--- config.mk ---
export PLATFORM = sky130hd
export DESIGN_NAME = siq_ram
export DESIGN_NICKNAME = d
export VERILOG_FILES = /design/src/design/siq_ram.sv
export SDC_FILE = /design/constraint.sdc
export NUM_CORES = 1
export LEC_CHECK = 0
export ABC_CLOCK_PERIOD_IN_PS = 1150
export BUFFER_PORTS_ARGS = -buffer_cell sky130_fd_sc_hd__clkbuf_2
export CORE_MARGIN = 2
export CORE_UTILIZATION = 34
export CTS_BUF_LIST = sky130_fd_sc_hd__clkbuf_16
export CTS_CLUSTER_SIZE = 10
export DETAILED_ROUTE_END_ITERATION = 10
export GPL_TIMING_DRIVEN = 0
export PLACE_DENSITY = 0.6
export SETUP_SLACK_MARGIN = 0.02
export SYNTH_ARGS = -nofsm -noshare
export SYNTH_HDL_FRONTEND = slang
export SYNTH_SLANG_ARGS = --single-unit
--- constraint.sdc ---
create_clock -name clk_i -period 1.15 [get_ports clk_i]
set_input_delay 0.115 -clock clk_i [delete_from_list [all_inputs] [get_ports clk_i]]
set_output_delay 0.115 -clock clk_i [all_outputs]
set_load 0.01 [all_outputs]
--- src/design/siq_ram.sv ---
module siq_ram #(
  parameter int Width = 8,
  parameter int Depth = 4
) (
  input  logic                     clk_i,
  input  logic                     we_i,
  input  logic [$clog2(Depth)-1:0] waddr_i,
  input  logic [Width-1:0]         wdata_i,
  input  logic                     re_i,
  input  logic [$clog2(Depth)-1:0] raddr_i,
  output logic [Width-1:0]         rdata_o
);

  logic [Width-1:0] mem_q [Depth];
  logic [Width-1:0] rdata_q;

  always_ff @(posedge clk_i) begin
    if (we_i) begin
      mem_q[waddr_i] <= wdata_i;
    end
    if (re_i) begin
      rdata_q <= mem_q[raddr_i];
    end
  end

  assign rdata_o = rdata_q;

endmodule

==> results of run 1 <==
## layout by cell type, fill, tap and decap left out
master / count
and3b_1: 2
edfxtp_1: 40
buf_6: 1
clkinv_1: 2
nor3b_2: 1
clkbuf_16: 5
mux4_2: 8
and3_1: 1
clkbuf_2: 21
## per-stage QoR
stage / instances / setup TNS (ps)
6_report: 131 / 0
5_1_grt: 131 / 0
4_1_cts: 131 / 0
3_5_place_dp: 124 / -1180
3_3_place_gp: 124 / -885
2_1_floorplan: 54 / 0
## worst max-delay path by stage
stage / cells past startpoint / end / slack [ps] / from
2_1_floorplan: 1 / rdata_o[0]$_DFFE_PP_ / 100 / mem_q[3][0]$_DFFE_PP_
3_3_place_gp: 2 / mem_q[0][3]$_DFFE_PP_ / -110 / waddr_i[0]
3_5_place_dp: 2 / mem_q[0][3]$_DFFE_PP_ / -150 / waddr_i[0]
4_1_cts: 1 / rdata_o[5]$_DFFE_PP_ / 30 / mem_q[3][5]$_DFFE_PP_
5_1_grt: 1 / rdata_o[5]$_DFFE_PP_ / 30 / mem_q[3][5]$_DFFE_PP_
6_report: 1 / rdata_o[5]$_DFFE_PP_ / 40 / mem_q[3][5]$_DFFE_PP_
## routing by layer
| layer | vias to the layer above | GRT usage (%) | wire [um] |
|---|---|---|---|
| met4 | 0 | 4.41 | 30 |
| met2 | 18 | 19.2 | 1170 |
| li1 | 286 | - | - |
| met1 | 317 | 10.1 | 756 |
| met5 | - | 0 | 0 |
| met3 | 3 | 5.52 | 125 |
## cell families (layout without fill, tap and decap cells)
group	after synthesis	after routing
AND/OR/NAND/NOR	4	4
buffers and inverters	2	29
multiplexers	8	8
flip-flops	40	40
## layout make-up
cell class / instances / area, um^2
Tap cell: 50 / 62.6
Clock inverter: 2 / 7.51
Fill cell: 368 / 2300
Clock buffer: 5 / 125
Timing Repair Buffer: 20 / 100
Sequential cell: 40 / 1200
Multi-Input combinational cell: 12 / 216
Buffer: 2 / 16.3
## power groups by stage
stage	sequential [mW]	clock (mW)	combinational (mW)
2_1_floorplan	1.75	0	0.0757
3_3_place_gp	1.74	0	0.161
3_5_place_dp	1.74	0	0.166
4_1_cts	1.71	1.27	0.166
5_1_grt	1.72	1.32	0.177
6_report	1.71	1.23	0.161
## flip-flops by register name, summed over array words and instances, names as in the netlist
register / count
mem_q: 32
rdata_o: 8
==> flow_summary.yaml, run 1 <==
worst_setup_path:
  worst_setup_path_start_kind: "flip-flop"
  r2r_end: "rdata_o[5]$_DFFE_PP_"
  r2r_slack_ps: 40
  cp_num_buf_inv: 0
  max_stage_delay_ps: 480
  path_cells: "mux4_2"
  worstRegToRegCells: 1
  reg2reg_from: "mem_q[3][5]$_DFFE_PP_"
  critPathTopFamily: "multiplexers"
  critical_path_class: "reg2reg"
  worstPathArrival_ps: 1120
  cp_max_fo: 1
  cp.required_ps: 1160
  cp_slowest_cell: "mux4_2"
  critPathCaptureType: "flip-flop"
clock_tree:
  post-cts-setup-buffers: 0
  post_cts_resized: 0
  clock_latency_ps: 270
  postCtsHoldBufs: 0
  cts_num_sinks: 40
  cts_root_buf: "clkbuf_16"
  clkTransAtPathRegs_ps: 50
  cts_buffers: 5
  clock_path_buffers: 2
  htreeDepth: 2
  cts_tree: "built"
logic_synthesis:
  synth.most_common_cell: "edfxtp_1"
  syn_area_mm2: 0.00143
  synthTopCellsByArea: "edfxtp_1 84%, mux4_2 13%, and3b_1 1.2%"
  async_flop_share_pct: 0
  synth_warnings: 0
  synth_top_family_by_area: "multiplexers"
  synth_compound_area_share_pct: 0
  synth_cells: 54
  yosys.area_share.simple_pct: 2.19
  syn_avg_cell_area_um2: 26.5
  ys_ff_latch: 40
  synth_cell_types: 7
  synth-xor-area-share_pct: 0
  synthMuxAreaShare_pct: 12.6
  synth_area_leader_cell: "edfxtp_1"
  syn_nets: 69
  ys_top_cells_by_count: "40 x edfxtp_1, 8 x mux4_2, 2 x and3b_1"
  synth-edff-count: 40
  synth_top_area_share_pct: 84.1
  synth_adder_area_share_pct: 0
  ys.flop_type: "edfxtp_1"
  ys_seq_area_share_pct: 84.1
drt:
  wl_per_cell_um: 15.9
  drt_wl_total_mm: 2.08
  vias: 624
  avgViaCountPerCell: 4.76
  drt_iter0_drc: 14
  firstDrtPassIters: 3
  ant_nets: 0
  drc: 0
pwr:
  power_frac_clock_pct: 39.6
  power.internal_mw: 2.55
  p_comb_share_pct: 5.2
  swShare_pct: 17.9
  finalPower_mw: 3.10
  power_per_cell_area_mw_per_mm2: 1800
  irDropWorstVdd_mv: 0.793
  p_switching_uw: 556
  sequentialPowerShare_pct: 55.2
  power_leakage_nw: 0.604
min_path:
  min_delay_path_depth: 1
  min-delay-start: "wdata_i[4]"
  hold_end: "mem_q[3][4]$_DFFE_PP_"
  hold_path.class: "in2reg"
timing:
  fin_ws_ps: 37.1
  rsz0062_at_grt: "false"
  setup_viol: 0
  fmax_mhz: 899
  slew_violations: 0
  hold_viol_final: 0
  worst_pin_slew_ps: 769
  timing.hold.ws_ps: 57.3
  fin_worst_skew_ps: 1.90
  max_slew_margin_pct: 48.5
  period_share_pct: 96.8
  period_needed_ps: 1110
floorplan:
  coreArea_mm2: 0.00403
  fp.dieW_um: 68.8
  ios: 23
  dieHeight_um: 68.8
  initial_utilization_pct: 35.5
  die-area_mm2: 0.00474
  fp-row-count: 23
placement:
  place.port_buffers: 20
  pre_cts_ws_ps: -148
  post_dp_cell_area_mm2: 0.00160
  gp_congestion: 0.640
grt:
  grt_pass1_vias: 720
  gr-usage-all-layers_pct: 10.7
  grt_antenna_before_repair: 0
  grt_max_degree: 12
  grt_pass1_wl_mm: 3.26
  grt-ovfl-total: 0
finish:
  final_core_util_pct: 42.9
  fin_nets: 96
  stdcell_area_mm2: 0.00173
  area_growth_pct: 21.0
  n_antenna_cell: 0
  drive_gt1_share_pct: 44.4
outcome:
  status: "finished, final reports clean"
job:
  cap_violations: 0
Note: power is estimated with default switching activity, not from simulation.
==> run 2: changes to the inputs <==
--- a/config.mk
+++ b/config.mk
@@ -7,6 +7,7 @@
 export LEC_CHECK = 0
 export ABC_CLOCK_PERIOD_IN_PS = 1150
 export BUFFER_PORTS_ARGS = -buffer_cell sky130_fd_sc_hd__clkbuf_2
+export CORE_ASPECT_RATIO = 2
 export CORE_MARGIN = 2
 export CORE_UTILIZATION = 34
 export CTS_BUF_LIST = sky130_fd_sc_hd__clkbuf_16
==> flow_summary.yaml, run 2 (same netlist as run 1, synthesis figures left out) <==
timing:
  fmax_mhz: 894
  rsz0062_at_grt: "true"
  period_needed_ps: 1120
  fin_setup_tns_ps: 0
  max_slew_margin_pct: 55.1
  worst_pin_slew_ps: 671
  fin_worst_skew_ps: 1.30
  timing.hold.ws_ps: 60.2
  hold_viol_final: 0
  slew_violations: 0
  period_share_pct: 97.3
  setup_viol: 0
  fin_ws_ps: 31.4
clock_tree:
  post_cts_resized: 0
  cts_root_buf: "clkbuf_16"
  clkTransAtPathRegs_ps: 50
  cts_num_sinks: 40
  htreeDepth: 2
  post-cts-setup-buffers: 0
  postCtsHoldBufs: 0
  cts_tree: "built"
  clock_path_buffers: 2
  clock_latency_ps: 270
  cts_buffers: 5
finish:
  multi_input_area_um2: 216
  fin_nets: 96
  seq_area_mm2: 0.00120
  final_common_cell: "edfxtp_1"
  final_core_util_pct: 43.1
  largest_reg_flops: 32
  n_antenna_cell: 0
  area_growth_pct: 23.4
  layout_common_cells: "40 x edfxtp_1, 21 x clkbuf_2, 8 x mux4_2"
  top_register: "mem_q"
  stdcell_area_mm2: 0.00176
  drive_gt1_share_pct: 46.3
  fill_cells: 363
  finalNonFillerCells: 134
pwr:
  power_per_cell_area_mw_per_mm2: 1910
  irDropWorstVdd_mv: 1.58
  finalPower_mw: 3.37
  power_leakage_nw: 0.624
floorplan:
  dieHeight_um: 95.7
  die-area_mm2: 0.00477
  initial_utilization_pct: 35.0
  fp-row-count: 33
  fp.dieW_um: 49.8
  coreArea_mm2: 0.00409
  ios: 23
worst_setup_path:
  max_stage_delay_ps: 470
  critPathCaptureType: "flip-flop"
  critical_path_class: "reg2reg"
  worstPathArrival_ps: 1130
  critPathTopFamily: "multiplexers"
  cp.required_ps: 1160
  worst_setup_path_start_kind: "flip-flop"
  cp_max_fo: 1
  cp_num_buf_inv: 0
  cp_slowest_cell: "mux4_2"
  path_cells: "mux4_2"
job:
  cap_violations: 0
outcome:
  status: "finished, final reports clean"
grt:
  grt-ovfl-total: 0
  met1_usage_pct: 9.30
  grt_pass1_vias: 632
  grt.busiest_layer: "met2"
  use_met2_pct: 17.6
  gr-usage-all-layers_pct: 10.1
  grt_antenna_before_repair: 0
  grt_pass1_wl_mm: 3.22
  met3_usage_pct: 3.92
  grt_max_degree: 13
placement:
  pre_cts_ws_ps: -92.0
  place.port_buffers: 20
  dp_hpwl_mm: 1.49
  place_inst: 126
  gp_congestion: 0.625
  post_dp_cell_area_mm2: 0.00160
drt:
  wl_per_cell_um: 15.4
  avgViaCountPerCell: 4.47
  drt_iter0_drc: 13
  drc: 0
  drt_wl_total_mm: 2.06
  vias: 599
  firstDrtPassIters: 5
  ant_nets: 0
min_path:
  hold_path.class: "in2reg"
run 2: changes by cell type in the layout (fill, tap and decap cells not counted):
| cell | before | now |
|---|---|---|
| bufinv_16 | 0 | 1 |
| inv_1 | 0 | 1 |
| clkinv_1 | 2 | 0 |
| clkinv_2 | 0 | 1 |
run 2: worst paths after layout:
path,end,startpoint,slack (ps),cells past startpoint
worst min register to register,rdata_o[5]$_DFFE_PP_,mem_q[2][5]$_DFFE_PP_,630,1
worst min-delay path,mem_q[0][0]$_DFFE_PP_,wdata_i[0],60,1
worst max register to register,rdata_o[6]$_DFFE_PP_,mem_q[2][6]$_DFFE_PP_,30,1
worst max-delay path,rdata_o[6]$_DFFE_PP_,mem_q[2][6]$_DFFE_PP_,30,1
run 2: metal layers:
| layer | up-vias | routed length [um] |
|---|---|---|
| met5 | - | 0 |
| met4 | 0 | 39 |
| met3 | 2 | 83 |
| met2 | 16 | 1180 |
| met1 | 297 | 760 |
| li1 | 284 | - |
run 2: report_power, final:
| part | total [mW] | internal (mW) | switching, mW |
|---|---|---|---|
| clock network | 1.50 | 1.01 | 0.491 |
| logic | 0.158 | 0.0780 | 0.0796 |
| registers | 1.71 | 1.70 | 0.0163 |
run 2: layout make-up:
type / count / share of cell area (%)
Multi-Input combinational cell: 12 / 12.3
Buffer: 2 / 0.923
Clock inverter: 3 / 2.20
Timing Repair Buffer: 20 / 5.68
Sequential cell: 40 / 68.1
Clock buffer: 5 / 7.10
Tap cell: 52 / 3.69
